==> src/rtl/core/pes_pkg.sv <==
// shared types, codes and constants of the periodic event scheduler
package pes_pkg;

   localparam int MAX_EVENTS_DEF = 16;

   localparam int OP_W    = 2;
   localparam int INDEX_W = 4;
   localparam int PER_W   = 15;
   localparam int PH_W    = 16;
   localparam int TIME_W  = 32;
   localparam int MASK_W  = 16;
   localparam int COUNT_W = 5;
   localparam int CSR_W   = 1;

   localparam logic [OP_W-1:0] OP_LOAD  = 2'd0;
   localparam logic [OP_W-1:0] OP_TICK  = 2'd1;
   localparam logic [OP_W-1:0] OP_FORCE = 2'd2;

   localparam logic [CSR_W-1:0] CSR_EVENT_COUNT = 1'b0;
   localparam logic [CSR_W-1:0] CSR_ENABLE_MASK = 1'b1;

   localparam logic [TIME_W-1:0] DUE_NONE     = 32'hFFFF_FFFF;
   localparam logic [MASK_W-1:0] EVENT_ONE    = 16'h0001;
   localparam logic [MASK_W-1:0] ENABLE_RESET = 16'hFFFF;

   typedef struct packed {
      logic latch_req;
      logic take_forced;
      logic scan_init;
      logic entry_next;
      logic div_start;
      logic mul_load;
      logic cand_update;
      logic finish;
   } cmd_type;

   typedef struct packed {
      logic op_tick;
      logic forced_nz;
      logic armed;
      logic scan_end;
      logic entry_skip;
      logic div_done;
      logic out_free;
   } status_type;

endpackage

==> src/rtl/core/periodic_event_scheduler.sv <==
// periodic event scheduler top level: controller plus datapath
// load, force, armed tick or forced tick: the request passes the decode and done states and the
//   response is registered; a tick that rebuilds the schedule scans the entries, skipping disabled
//   or zero-period ones, and runs the serial divider once per active entry
// one request at a time: the next is taken once the controller is back in idle after the response
// reset: synchronous, clears control state, config to defaults, due time all ones, disarmed
module periodic_event_scheduler #(
   parameter int MAX_EVENTS = pes_pkg::MAX_EVENTS_DEF
) (
   input  logic                            clock,
   input  logic                            reset,
   input  logic                            req_valid,
   output logic                            req_stall,
   input  logic [pes_pkg::OP_W-1:0]        req_operation,
   input  logic [pes_pkg::INDEX_W-1:0]     req_entry_index,
   input  logic [pes_pkg::PER_W-1:0]       req_period,
   input  logic signed [pes_pkg::PH_W-1:0] req_phase,
   input  logic [pes_pkg::TIME_W-1:0]      req_now_seconds,
   input  logic [pes_pkg::MASK_W-1:0]      req_force_mask,
   output logic                            rsp_valid,
   input  logic                            rsp_stall,
   output logic                            rsp_fired,
   output logic [pes_pkg::MASK_W-1:0]      rsp_event_mask,
   output logic [pes_pkg::TIME_W-1:0]      rsp_due_time,
   output logic [pes_pkg::TIME_W-1:0]      rsp_wait_left,
   input  logic                            csr_we,
   input  logic [pes_pkg::CSR_W-1:0]       csr_index,
   input  logic [pes_pkg::MASK_W-1:0]      csr_wdata
);
   import pes_pkg::*;

   cmd_type    cmd;
   status_type status;
   logic       idle;

   assign req_stall = reset || !idle;

   pes_ctrl u_ctrl (
      .clock     (clock),
      .reset     (reset),
      .req_valid (req_valid),
      .status    (status),
      .cmd       (cmd),
      .idle      (idle)
   );

   pes_dp #(
      .MAX_EVENTS (MAX_EVENTS)
   ) u_dp (
      .clock           (clock),
      .reset           (reset),
      .cmd             (cmd),
      .status          (status),
      .req_operation   (req_operation),
      .req_entry_index (req_entry_index),
      .req_period      (req_period),
      .req_phase       (req_phase),
      .req_now_seconds (req_now_seconds),
      .req_force_mask  (req_force_mask),
      .csr_we          (csr_we),
      .csr_index       (csr_index),
      .csr_wdata       (csr_wdata),
      .rsp_valid       (rsp_valid),
      .rsp_stall       (rsp_stall),
      .rsp_fired       (rsp_fired),
      .rsp_event_mask  (rsp_event_mask),
      .rsp_due_time    (rsp_due_time),
      .rsp_wait_left   (rsp_wait_left)
   );

endmodule

==> src/rtl/core/pes_div.sv <==
// iterative restoring divider, one quotient bit per cycle
module pes_div (
   input  logic                         clock,
   input  logic                         reset,
   input  logic                         start,
   input  logic [pes_pkg::TIME_W-1:0]   dividend,
   input  logic [pes_pkg::PER_W-1:0]    divisor,
   output logic                         done,
   output logic [pes_pkg::TIME_W-1:0]   quotient
);
   import pes_pkg::*;

   localparam int CNT_W = $clog2(TIME_W);

   logic                busy_ff, busy_in;
   logic                done_ff, done_in;
   logic [CNT_W-1:0]    count_ff, count_in;
   logic [TIME_W-1:0]   quo_ff, quo_in;
   logic [PER_W-1:0]    rem_ff, rem_in;
   logic [PER_W-1:0]    dvs_ff, dvs_in;
   logic [PER_W:0]      rem_sh;
   logic [PER_W:0]      rem_sub;
   logic                step_ge;

   assign rem_sh  = {rem_ff, quo_ff[TIME_W-1]};
   assign step_ge = rem_sh >= {1'b0, dvs_ff};
   assign rem_sub = rem_sh - {1'b0, dvs_ff};

   always_comb begin
      busy_in  = busy_ff;
      done_in  = 1'b0;
      count_in = count_ff;
      quo_in   = quo_ff;
      rem_in   = rem_ff;
      dvs_in   = dvs_ff;
      if (start) begin
         busy_in  = 1'b1;
         count_in = '0;
         quo_in   = dividend;
         rem_in   = '0;
         dvs_in   = divisor;
      end else if (busy_ff) begin
         // dividend bits shift out of quo while quotient bits shift in
         quo_in   = {quo_ff[TIME_W-2:0], step_ge};
         rem_in   = step_ge ? rem_sub[PER_W-1:0] : rem_sh[PER_W-1:0];
         count_in = count_ff + CNT_W'(1);
         if (count_ff == CNT_W'(TIME_W - 1)) begin
            busy_in = 1'b0;
            done_in = 1'b1;
         end
      end
   end

   always_ff @(posedge clock) begin
      if (reset) begin
         busy_ff  <= 1'b0;
         done_ff  <= 1'b0;
         count_ff <= '0;
      end else begin
         busy_ff  <= busy_in;
         done_ff  <= done_in;
         count_ff <= count_in;
      end
      quo_ff <= quo_in;
      rem_ff <= rem_in;
      dvs_ff <= dvs_in;
   end

   assign done     = done_ff;
   assign quotient = quo_ff;

endmodule

==> src/rtl/core/pes_ctrl.sv <==
// sequencing state machine of the scheduler
module pes_ctrl (
   input  logic                 clock,
   input  logic                 reset,
   input  logic                 req_valid,
   input  pes_pkg::status_type  status,
   output pes_pkg::cmd_type     cmd,
   output logic                 idle
);
   import pes_pkg::*;

   localparam logic [2:0] ST_IDLE   = 3'd0;
   localparam logic [2:0] ST_DECODE = 3'd1;
   localparam logic [2:0] ST_SCAN   = 3'd2;
   localparam logic [2:0] ST_DIV    = 3'd3;
   localparam logic [2:0] ST_CAND   = 3'd4;
   localparam logic [2:0] ST_DONE   = 3'd5;

   logic [2:0] state_ff, state_in;

   always_comb begin
      state_in = state_ff;
      cmd      = '0;
      unique case (state_ff)
         ST_IDLE: begin
            if (req_valid) begin
               cmd.latch_req = 1'b1;
               state_in      = ST_DECODE;
            end
         end
         ST_DECODE: begin
            if (status.op_tick && status.forced_nz) begin
               cmd.take_forced = 1'b1;
               state_in        = ST_DONE;
            end else if (status.op_tick && !status.armed) begin
               cmd.scan_init = 1'b1;
               state_in      = ST_SCAN;
            end else begin
               state_in = ST_DONE;
            end
         end
         ST_SCAN: begin
            if (status.scan_end) begin
               state_in = ST_DONE;
            end else if (status.entry_skip) begin
               cmd.entry_next = 1'b1;
            end else begin
               cmd.div_start = 1'b1;
               state_in      = ST_DIV;
            end
         end
         ST_DIV: begin
            if (status.div_done) begin
               cmd.mul_load = 1'b1;
               state_in     = ST_CAND;
            end
         end
         ST_CAND: begin
            cmd.cand_update = 1'b1;
            cmd.entry_next  = 1'b1;
            state_in        = ST_SCAN;
         end
         ST_DONE: begin
            if (status.out_free) begin
               cmd.finish = 1'b1;
               state_in   = ST_IDLE;
            end
         end
         default: begin
            state_in = ST_IDLE;
         end
      endcase
   end

   always_ff @(posedge clock) begin
      if (reset) begin
         state_ff <= ST_IDLE;
      end else begin
         state_ff <= state_in;
      end
   end

   assign idle = (state_ff == ST_IDLE);

endmodule

==> src/rtl/core/pes_dp.sv <==
// scheduler datapath: schedule table, config, due-time search and response register
module pes_dp #(
   parameter int MAX_EVENTS = pes_pkg::MAX_EVENTS_DEF
) (
   input  logic                          clock,
   input  logic                          reset,
   input  pes_pkg::cmd_type              cmd,
   output pes_pkg::status_type           status,
   input  logic [pes_pkg::OP_W-1:0]      req_operation,
   input  logic [pes_pkg::INDEX_W-1:0]   req_entry_index,
   input  logic [pes_pkg::PER_W-1:0]     req_period,
   input  logic signed [pes_pkg::PH_W-1:0] req_phase,
   input  logic [pes_pkg::TIME_W-1:0]    req_now_seconds,
   input  logic [pes_pkg::MASK_W-1:0]    req_force_mask,
   input  logic                          csr_we,
   input  logic [pes_pkg::CSR_W-1:0]     csr_index,
   input  logic [pes_pkg::MASK_W-1:0]    csr_wdata,
   output logic                          rsp_valid,
   input  logic                          rsp_stall,
   output logic                          rsp_fired,
   output logic [pes_pkg::MASK_W-1:0]    rsp_event_mask,
   output logic [pes_pkg::TIME_W-1:0]    rsp_due_time,
   output logic [pes_pkg::TIME_W-1:0]    rsp_wait_left
);
   import pes_pkg::*;

   localparam int IDX_W = (MAX_EVENTS > 1) ? $clog2(MAX_EVENTS) : 1;
   localparam int CNT_W = $clog2(MAX_EVENTS + 1);
   localparam int PROD_W = TIME_W + PER_W;

   // latched request
   logic [OP_W-1:0]     op_ff;
   logic [INDEX_W-1:0]  idx_ff;
   logic [PER_W-1:0]    per_ff;
   logic [PH_W-1:0]     ph_ff;
   logic [TIME_W-1:0]   now_ff;
   logic [MASK_W-1:0]   fmask_ff;

   logic [PER_W-1:0]    interval_ff [MAX_EVENTS];
   logic [PH_W-1:0]     offset_ff [MAX_EVENTS];

   logic [COUNT_W-1:0]  event_count_ff, event_count_in;
   logic [MASK_W-1:0]   enable_mask_ff, enable_mask_in;
   logic [TIME_W-1:0]   next_due_ff, next_due_in;
   logic [MASK_W-1:0]   pending_ff, pending_in;
   logic [MASK_W-1:0]   forced_ff, forced_in;
   logic                armed_ff, armed_in;
   logic                forced_hit_ff, forced_hit_in;
   logic [CNT_W-1:0]    entry_ff, entry_in;
   logic [TIME_W-1:0]   prod_ff;

   logic                rsp_valid_ff, rsp_valid_in;
   logic                rsp_fired_ff;
   logic [MASK_W-1:0]   rsp_bits_ff;
   logic [TIME_W-1:0]   rsp_due_ff;
   logic [TIME_W-1:0]   rsp_wait_ff;

   logic [IDX_W-1:0]    entry_sel;
   logic [PER_W-1:0]    cur_per;
   logic [TIME_W-1:0]   cur_off;
   logic [MASK_W-1:0]   cur_bit;
   logic [TIME_W-1:0]   cand;
   logic [TIME_W-1:0]   quotient;
   logic [TIME_W-1:0]   q_inc;
   logic [PROD_W-1:0]   prod_full;
   logic                div_done;
   logic                is_tick;
   logic                due_reached;
   logic                tbl_we;
   logic                out_free;

   assign entry_sel = entry_ff[IDX_W-1:0];
   assign cur_per   = interval_ff[entry_sel];
   assign cur_off   = {{(TIME_W-PH_W){offset_ff[entry_sel][PH_W-1]}}, offset_ff[entry_sel]};
   assign cur_bit   = EVENT_ONE << entry_sel;
   assign cand      = prod_ff + cur_off;
   assign q_inc     = quotient + TIME_W'(1);
   assign prod_full = PROD_W'(q_inc) * PROD_W'(cur_per);

   pes_div u_div (
      .clock    (clock),
      .reset    (reset),
      .start    (cmd.div_start),
      .dividend (now_ff - cur_off),
      .divisor  (cur_per),
      .done     (div_done),
      .quotient (quotient)
   );

   assign is_tick     = (op_ff == OP_TICK);
   assign due_reached = (now_ff >= next_due_ff);
   assign out_free    = !rsp_valid_ff || !rsp_stall;
   assign tbl_we      = cmd.finish && (op_ff == OP_LOAD)
                        && (32'(idx_ff) < MAX_EVENTS);

   always_comb begin
      status            = '0;
      status.op_tick    = is_tick;
      status.forced_nz  = (forced_ff != '0);
      status.armed      = armed_ff;
      status.scan_end   = (entry_ff == CNT_W'(MAX_EVENTS))
                          || (COUNT_W'(entry_ff) >= event_count_ff);
      status.entry_skip = !enable_mask_ff[entry_sel] || (cur_per == '0);
      status.div_done   = div_done;
      status.out_free   = out_free;
   end

   always_comb begin
      event_count_in = event_count_ff;
      enable_mask_in = enable_mask_ff;
      next_due_in    = next_due_ff;
      pending_in     = pending_ff;
      forced_in      = forced_ff;
      armed_in       = armed_ff;
      forced_hit_in  = forced_hit_ff;
      entry_in       = entry_ff;
      rsp_valid_in   = rsp_valid_ff && rsp_stall;

      if (cmd.latch_req) begin
         forced_hit_in = 1'b0;
      end
      if (cmd.take_forced) begin
         pending_in    = forced_ff;
         forced_in     = '0;
         forced_hit_in = 1'b1;
      end
      if (cmd.scan_init) begin
         next_due_in = DUE_NONE;
         pending_in  = '0;
         entry_in    = '0;
      end
      if (cmd.cand_update) begin
         if (cand < next_due_ff) begin
            next_due_in = cand;
            pending_in  = cur_bit;
         end else if (cand == next_due_ff) begin
            pending_in = pending_ff | cur_bit;
         end
      end
      if (cmd.entry_next) begin
         entry_in = entry_ff + CNT_W'(1);
      end
      if (cmd.finish) begin
         rsp_valid_in = 1'b1;
         case (op_ff)
            OP_LOAD: begin
               armed_in = 1'b0;
            end
            OP_FORCE: begin
               forced_in = fmask_ff;
               armed_in  = 1'b0;
            end
            OP_TICK: begin
               // stays armed until the due time is reached or a forced tick hits
               armed_in = !forced_hit_ff && !due_reached;
            end
            default: begin
               armed_in = armed_ff;
            end
         endcase
      end
      if (csr_we) begin
         armed_in = 1'b0;
         unique case (csr_index)
            CSR_EVENT_COUNT: event_count_in = csr_wdata[COUNT_W-1:0];
            CSR_ENABLE_MASK: enable_mask_in = csr_wdata;
            default:         enable_mask_in = enable_mask_ff;
         endcase
      end
   end

   always_ff @(posedge clock) begin
      if (reset) begin
         event_count_ff <= '0;
         enable_mask_ff <= ENABLE_RESET;
         next_due_ff    <= DUE_NONE;
         pending_ff     <= '0;
         forced_ff      <= '0;
         armed_ff       <= 1'b0;
         forced_hit_ff  <= 1'b0;
         entry_ff       <= '0;
         rsp_valid_ff   <= 1'b0;
      end else begin
         event_count_ff <= event_count_in;
         enable_mask_ff <= enable_mask_in;
         next_due_ff    <= next_due_in;
         pending_ff     <= pending_in;
         forced_ff      <= forced_in;
         armed_ff       <= armed_in;
         forced_hit_ff  <= forced_hit_in;
         entry_ff       <= entry_in;
         rsp_valid_ff   <= rsp_valid_in;
      end
   end

   always_ff @(posedge clock) begin
      if (cmd.latch_req) begin
         op_ff    <= req_operation;
         idx_ff   <= req_entry_index;
         per_ff   <= req_period;
         ph_ff    <= req_phase;
         now_ff   <= req_now_seconds;
         fmask_ff <= req_force_mask;
      end
      if (tbl_we) begin
         interval_ff[idx_ff[IDX_W-1:0]] <= per_ff;
         offset_ff[idx_ff[IDX_W-1:0]]   <= ph_ff;
      end
      if (cmd.mul_load) begin
         prod_ff <= prod_full[TIME_W-1:0];
      end
      if (cmd.finish) begin
         rsp_fired_ff <= is_tick && (forced_hit_ff || due_reached);
         rsp_bits_ff  <= is_tick ? pending_ff : '0;
         rsp_due_ff   <= next_due_ff;
         rsp_wait_ff  <= is_tick ? (next_due_ff - now_ff) : '0;
      end
   end

   assign rsp_valid      = rsp_valid_ff;
   assign rsp_fired      = rsp_fired_ff;
   assign rsp_event_mask = rsp_bits_ff;
   assign rsp_due_time   = rsp_due_ff;
   assign rsp_wait_left  = rsp_wait_ff;

endmodule

==> config.mk <==
export PLATFORM = sky130hd
export DESIGN_NAME = periodic_event_scheduler
export DESIGN_NICKNAME = d
export VERILOG_FILES = /design/src/rtl/core/pes_pkg.sv /design/src/rtl/core/periodic_event_scheduler.sv /design/src/rtl/core/pes_div.sv /design/src/rtl/core/pes_ctrl.sv /design/src/rtl/core/pes_dp.sv
export SDC_FILE = /design/constraint.sdc
export NUM_CORES = 2
export LEC_CHECK = 0
export BUFFER_PORTS_ARGS = -buffer_cell sky130_fd_sc_hd__buf_4
export CORE_ASPECT_RATIO = 1.2
export CORE_MARGIN = 4
export CORE_UTILIZATION = 39
export CTS_BUF_LIST = sky130_fd_sc_hd__clkbuf_16
export DETAILED_ROUTE_END_ITERATION = 12
export GPL_ROUTABILITY_DRIVEN = 0
export MAX_ROUTING_LAYER = met4
export PLACE_DENSITY_LB_ADDON = 0.05
export SLEW_MARGIN = 20
export SYNTH_ARGS = -nofsm -noshare
export SYNTH_HDL_FRONTEND = slang
export SYNTH_SLANG_ARGS = --single-unit
==> constraint.sdc <==
create_clock -name clock -period 11.5 [get_ports clock]
set_input_delay 0.575 -clock clock [delete_from_list [all_inputs] [get_ports clock]]
set_output_delay 0.575 -clock clock [all_outputs]
set_load 0.1 [all_outputs]
Word level (Yosys, flattened, before mapping)

Memories as Yosys holds them, arrays and structs flattened. A register that Yosys moved wholly into a read port is not among the register bits.
Cells that the tools add are included.

Bits in writable memories: 496
Register bits: 363
Memories: 2

Add/sub/neg operators: 7
Reductions and logical operators: 34
Shift-type cells: 1
Bitwise operators: 3
Equality and inequality tests: 14
Multiplexer cells: 56
Multiply operators: 1
Magnitude comparators: 5

Memories:

| memory           | words | width | read ports | clocked after memory_dff | write ports | line         | text |
|---|---|---|---|---|---|---|---|
| u_dp.offset_ff   | 16    | 16    | 1          | 1                        | 1           | pes_dp.sv:40 | `logic [PH_W-1:0] offset_ff [MAX_EVENTS];` |
| u_dp.interval_ff | 16    | 15    | 1          | 1                        | 1           | pes_dp.sv:39 | `logic [PER_W-1:0] interval_ff [MAX_EVENTS];` |

Operator list:

| kind                    | number |
|---|---|
| $mux W32                | 5 |
| $mux W16                | 8 |
| $sub A32 B32 Y32        | 2 |
| $add A32 B1 Y32 const B | 1 |
| $add A32 B32 Y32        | 1 |
| $eq A32 B32 Y1          | 1 |
| $ge A32 B32 Y1          | 1 |
| $lt A32 B32 Y1          | 1 |
| $mul A32 B15 Y32        | 1 |
| $mux W1                 | 23 |
| $mux W3                 | 7 |
| $pmux W3 S6             | 1 |
| $ge A16 B15 Y1          | 1 |
| $mux W4                 | 4 |
| $or A16 B16 Y16         | 1 |
| $reduce_bool A16 Y1     | 1 |
| $shl A1 B4 Y16 const A  | 1 |
| $logic_not A15 Y1       | 1 |
| $mux W15                | 1 |
| $sub A15 B15 Y15        | 1 |
| $add A5 B1 Y5 const B   | 2 |
| $eq A5 B5 Y1 const B    | 2 |
| $mux W5                 | 2 |
| $reduce_bool A2 Y1      | 4 |
| 23 further kinds        | 48 |

Logic depth before layout (Yosys ltp)

Depth after elaboration: 10
Depth in mapped cells: 32

Cells and area by module

From an unflattened synthesis, not the netlist that was laid out.

Cells, all modules: 4015
Area, all modules: 50070.5 sq um

Modules (own cells, without submodules):

| module                   | area each (sq um) | cells an instance | times used | sequential area each (sq um) |
|---|---|---|---|---|
| pes_dp                   | 46191.8           | 3661              | 1          | 22781.8 |
| pes_div                  | 3549.7            | 315               | 1          | 1851.8 |
| pes_ctrl                 | 322.8             | 38                | 1          | 60.1 |
| periodic_event_scheduler | 6.3               | 1                 | 1          | 0.0 |

Worst setup path before layout

OpenSTA, ideal clock, no wires.

Kind: register to register
From: register (tool-made name)
To: register u_dp.prod_ff[30], data pin
Setup time: 0.258 ns
Data arrival time: 7.569 ns
Slack: 3.673 ns
Stages on the path, launching flop included: 30
Buffers on the path: 5
Path through: dfxtp_1 -> buf_6 -> buf_6 -> buf_4 -> buf_4 -> mux4_2 -> mux2i_1 -> mux2_2 -> clkbuf_1 -> nor2_1 -> fa_1 -> inv_1 -> fa_1 -> inv_1 -> fa_1 -> fa_1 -> fa_1 -> inv_1 -> fa_1 -> inv_1 -> ha_1 -> a21o_1 -> a21o_1 -> a21o_1 -> a221o_1 -> a22o_1 -> o41ai_1 -> o2111ai_1 -> a21oi_1 -> xnor2_1

RTL lines:

| what                 | line          | text |
|---|---|---|
| to (signal assigned) | pes_dp.sv:210 | `prod_ff <= prod_full[TIME_W-1:0];` |
| to (decl)            | pes_dp.sv:50  | `logic [TIME_W-1:0] prod_ff;` |

Worst setup path after layout

From: register u_dp.u_div.quo_ff[0], in the netlist u_dp.u_div.quotient[0]
To: register u_dp.prod_ff[30], data pin

Word-level cells in the longest chain between the ends: 2

RTL lines:

| what                         | line          | text |
|---|---|---|
| from (decl)                  | pes_div.sv:18 | `logic [TIME_W-1:0] quo_ff, quo_in;` |
| from (signal assigned)       | pes_div.sv:64 | `quo_ff <= quo_in;` |
| $add A32 B1 Y32              | pes_dp.sv:77  | `assign q_inc = quotient + TIME_W'(1);` |
| $mul A32 B15 Y32             | pes_dp.sv:78  | `assign prod_full = PROD_W'(q_inc) * PROD_W'(cur_per);` |
| named net u_dp.prod_full[30] | pes_dp.sv:65  | `logic [PROD_W-1:0] prod_full;` |

The timed path passes the listed nets, and every way through them passes these cells.
A chain may end at the register's enable or synchronous reset.

==> flow_summary.rst <==
.. list-table::
   :header-rows: 1

   * - Metric
     - Value
   * - Number of nets in the layout
     - 4840
   * - Worst-Margin Slew
     - 1150 ps
   * - Detailed Route WL
     - 141000 um
   * - TritonCTS clock tree
     - done
   * - Floorplan Core Area
     - 126000 um^2
   * - Worst setup path start
     - u_dp.u_div.quotient[0]
   * - Master cell of the clock root buffer
     - sky130_fd_sc_hd__clkbuf_16
   * - P_leak
     - 22.2 nW
   * - Final Critical Period
     - 9120 ps
   * - Crit-path max FO
     - 20
   * - Critical path capture point type
     - flop
   * - VDD IR max
     - 0.000362 V
   * - Num Clock Sinks
     - 863
   * - Final setup margin
     - 2380 ps
   * - Number of global-route vias before repair
     - 33200
   * - Most common cell in the netlist
     - sky130_fd_sc_hd__edfxtp_1
   * - Post-Synthesis Mean Instance Area
     - 12.6 um^2
   * - First-pass GRT wire length
     - 214000 um
   * - Half-perimeter wire length of the detailed placement result
     - 98000 um
   * - Post-synth top area cell
     - sky130_fd_sc_hd__edfxtp_1
   * - Top Ports
     - 190
   * - Data required time of the worst path
     - 11910 ps
   * - Violation count after the first detailed-route iteration
     - 1883
   * - Worst stage delay on the critical path
     - 840 ps
   * - Critical path arrival
     - 9530 ps
   * - Slack of the worst reg-to-reg path
     - 2380 ps
   * - Synthesized instance count
     - 3945
   * - Clock Skew
     - 59.7 ps
   * - Critical path start-end classification
     - reg2reg
   * - Detailed route wirelength on metal2
     - 74500 um
   * - Pins Over Slew Limit
     - 0
   * - Worst min path class
     - in2reg
   * - Overflow left after global routing
     - 0
   * - Count of flip-flops with a built-in enable after synthesis
     - 741
   * - Tot GR Track Use
     - 0.220
   * - Setup-violating endpoint count in the final report
     - 0
   * - Number of placement rows
     - 143
   * - Hold Violations, Final
     - 0
   * - Count of port buffers added during placement
     - 189
   * - Highest metal layer with signal wires
     - met4
   * - Critical path destination
     - u_dp.prod_ff[30]
   * - Later-pin clock latency in the skew report
     - 710 ps
   * - Post-synthesis net count
     - 4559
   * - Worst rel slew slack
     - 0.226
   * - Share of synthesized registers carrying an async set or reset
     - 0
   * - Outcome
     - completed
   * - Type of origin of the critical path
     - flop
   * - Distinct cells, synth
     - 76
   * - CTS buffer count
     - 95
   * - Wire length per cell
     - 23.6 um
   * - Final routed DRC violation total
     - 0
   * - Setup repair after global routing missed its margin
     - false
   * - Clock-pin slew on the worst setup and hold paths
     - 60 ps
   * - Maximum count of clock buffers along a single path
     - 3
   * - Share of synthesized area occupied by flip-flops and latches
     - 0.498
   * - Worst hold slack
     - 67.8 ps
   * - Share of cells above drive strength 1
     - 0.142
   * - Most common cell type on the critical path
     - sky130_fd_sc_hd__fa_1
   * - Synth Register Bits
     - 863
   * - Fmax
     - 110 MHz
   * - Mapped cell area
     - 49500 um^2
   * - Worst reg-to-reg path cell count
     - 28
   * - Floorplan die width
     - 333 um
   * - Via density
     - 5.22
   * - Vias
     - 31100
   * - Ranking of synthesized cells by instance count
     - 741 x sky130_fd_sc_hd__edfxtp_1, 460 x sky130_fd_sc_hd__inv_1, 344 x sky130_fd_sc_hd__nor2_1
   * - Sum of routed wire segments on met1
     - 59500 um
   * - Fraction of post-synthesis cell area in the top cell type by area
     - 0.449
   * - PwrDens
     - 273 nW/um^2
   * - Number of H-tree branching levels
     - 3
   * - Initial core utilization
     - 0.392
   * - Crit Reg-Reg Startpoint
     - u_dp.u_div.quotient[0]
   * - Y dimension of the die
     - 398 um
   * - Maximum number of pins on one net before global-route repair
     - 73
   * - Placement-stage worst setup slack
     - 2460 ps
   * - DR pass1 iterations
     - 5
   * - Length of routed met3 wiring
     - 4070 um
   * - Instance count after placement with tap cells included
     - 5723
   * - Antenna violations before repair
     - 5
   * - Area enclosed by the die boundary
     - 133000 um^2
   * - Relative area change from synthesis to final layout
     - 14.8%
   * - Most common flop cell mapped by yosys
     - sky130_fd_sc_hd__edfxtp_1
   * - Cell types with the largest area share after synthesis
     - sky130_fd_sc_hd__edfxtp_1 45%, sky130_fd_sc_hd__fa_1 12%, sky130_fd_sc_hd__mux4_2 6.9%, sky130_fd_sc_hd__ha_1 5.4%, sky130_fd_sc_hd__dfxtp_1 4.9%
   * - Post-route clock period utilization
     - 0.793
   * - Master of the slowest instance on the critical path
     - sky130_fd_sc_hd__xor2_1
   * - Post-route setup TNS
     - 0 ps
   * - Count of synthesis-stage warnings from yosys
     - 0
   * - Number of buffers added for setup after CTS
     - 0
   * - Number of max-capacitance violations reported
     - 0
   * - R2r endpoint
     - u_dp.prod_ff[30]
   * - Finished Layout Cells
     - 5966
   * - Post-detailed-route count of antenna-violating nets
     - 0
   * - Hold path depth
     - 1
==> final cells by class <==
type                            instances  area (um^2)
Clock buffer                           96         2400
Sequential cell                       863        24700
Fill cell                           11700        69600
Clock inverter                         73          586
Timing Repair Buffer                  325         2640
Tap cell                             1667         2090
Antenna cell                            1         2.50
Inverter                              464         1740
Multi-Input combinational cell       2477        22700
==> metal layers <==
layer,track usage,vias up
li1,-,14500
met5,-,-
met4,0.0533,0
met2,0.393,524
met3,0.0206,158
met1,0.271,15900
==> repair_timing <==
item                      4_1_cts  5_1_grt
resized for setup               0        0
hold buffers                   73        0
hold endpoints to repair       73        0
==> metrics by stage <==
stage | cell area, um^2 | total power [mW] | utilization
floorplan | 49500 | 10.2 | -
global placement | 53100 | 12.8 | 0.420
detailed placement | 53100 | 12.8 | 0.420
CTS | 56800 | 15.8 | 0.449
global route | 56900 | 16.8 | 0.449
finish | 56900 | 15.5 | 0.449
==> where the power goes <==
group	internal [mW]	switching (mW)	total (mW)
Clock	1.64	1.30	2.93
Combinational	3.49	4.90	8.39
Sequential	3.97	0.198	4.17
Total	9.10	6.39	15.5
==> cell families (layout without fill, tap and decap cells) <==
group,after synthesis,in the layout,synth area share
AOI/OAI and AO/OA,559,559,0.0727
other,0,1,0
DFF,863,863,0.498
and+or+nand+nor,1025,1025,0.0964
buffers and inverters,605,958,0.0470
adders and majority gates,507,507,0.172
muxes,207,207,0.0806
xor gates and xnor gates,179,179,0.0325
==> registers in the layout, indices dropped and copies added, names as in the netlist, 32 cells and up, named ones only <==
register	cells
u_dp.interval_ff	240
u_dp.next_due_ff	32
u_dp.now_ff	32
u_dp.offset_ff	256
u_dp.prod_ff	32
u_dp.rsp_due_time	32
u_dp.rsp_wait_left	32
u_dp.u_div.quotient	32
==> cells in the final DEF, fill, tap and decap left out, types with 37 or more instances in the layout <==
cell type / Yosys / final
sky130_fd_sc_hd__nand2_1: 261 / 260
sky130_fd_sc_hd__inv_1: 460 / 487
sky130_fd_sc_hd__mux4_2: 151 / 151
sky130_fd_sc_hd__o21ai_0: 120 / 120
sky130_fd_sc_hd__nor2b_1: 40 / 39
sky130_fd_sc_hd__nor2_1: 344 / 331
sky130_fd_sc_hd__ha_1: 214 / 214
sky130_fd_sc_hd__and3_1: 37 / 37
sky130_fd_sc_hd__nand2b_1: 52 / 51
sky130_fd_sc_hd__nand3_1: 49 / 49
sky130_fd_sc_hd__xor2_1: 65 / 63
sky130_fd_sc_hd__dfxtp_1: 122 / 118
sky130_fd_sc_hd__a21oi_1: 152 / 151
sky130_fd_sc_hd__edfxtp_1: 741 / 741
sky130_fd_sc_hd__buf_4: 4 / 251
sky130_fd_sc_hd__fa_1: 293 / 293
sky130_fd_sc_hd__nor3_1: 102 / 97
sky130_fd_sc_hd__clkbuf_16: 0 / 96
sky130_fd_sc_hd__and2_1: 45 / 44
sky130_fd_sc_hd__a21o_1: 65 / 65
sky130_fd_sc_hd__xnor2_1: 111 / 110
sky130_fd_sc_hd__o21bai_1: 48 / 48
sky130_fd_sc_hd__dlygate4sd3_1: 0 / 73
==> worst min-delay path by stage <==
stage / start / to / slack, ps
2_1_floorplan: u_dp.enable_mask_ff[10] / u_dp.enable_mask_ff[10] / 430
3_3_place_gp: u_dp.enable_mask_ff[7] / u_dp.enable_mask_ff[7] / 440
3_5_place_dp: u_dp.enable_mask_ff[8] / u_dp.enable_mask_ff[8] / 440
4_1_cts: req_force_mask[13] / u_dp.fmask_ff[13] / 2
5_1_grt: req_period[1] / u_dp.per_ff[1] / 30
6_report: req_phase[15] / u_dp.ph_ff[15] / 70
==> critical path: cells and delay by family (launching register included) <==
family                     cells  cell delay (ps)
AOI/OAI and AO/OA              8             2080
adders and majority gates      8             3650
and+or+nand+nor                4             1240
DFF                            1              320
xor gates and xnor gates       2              930
buffers and inverters          6              580
Note: power is estimated with default switching activity, not from simulation.
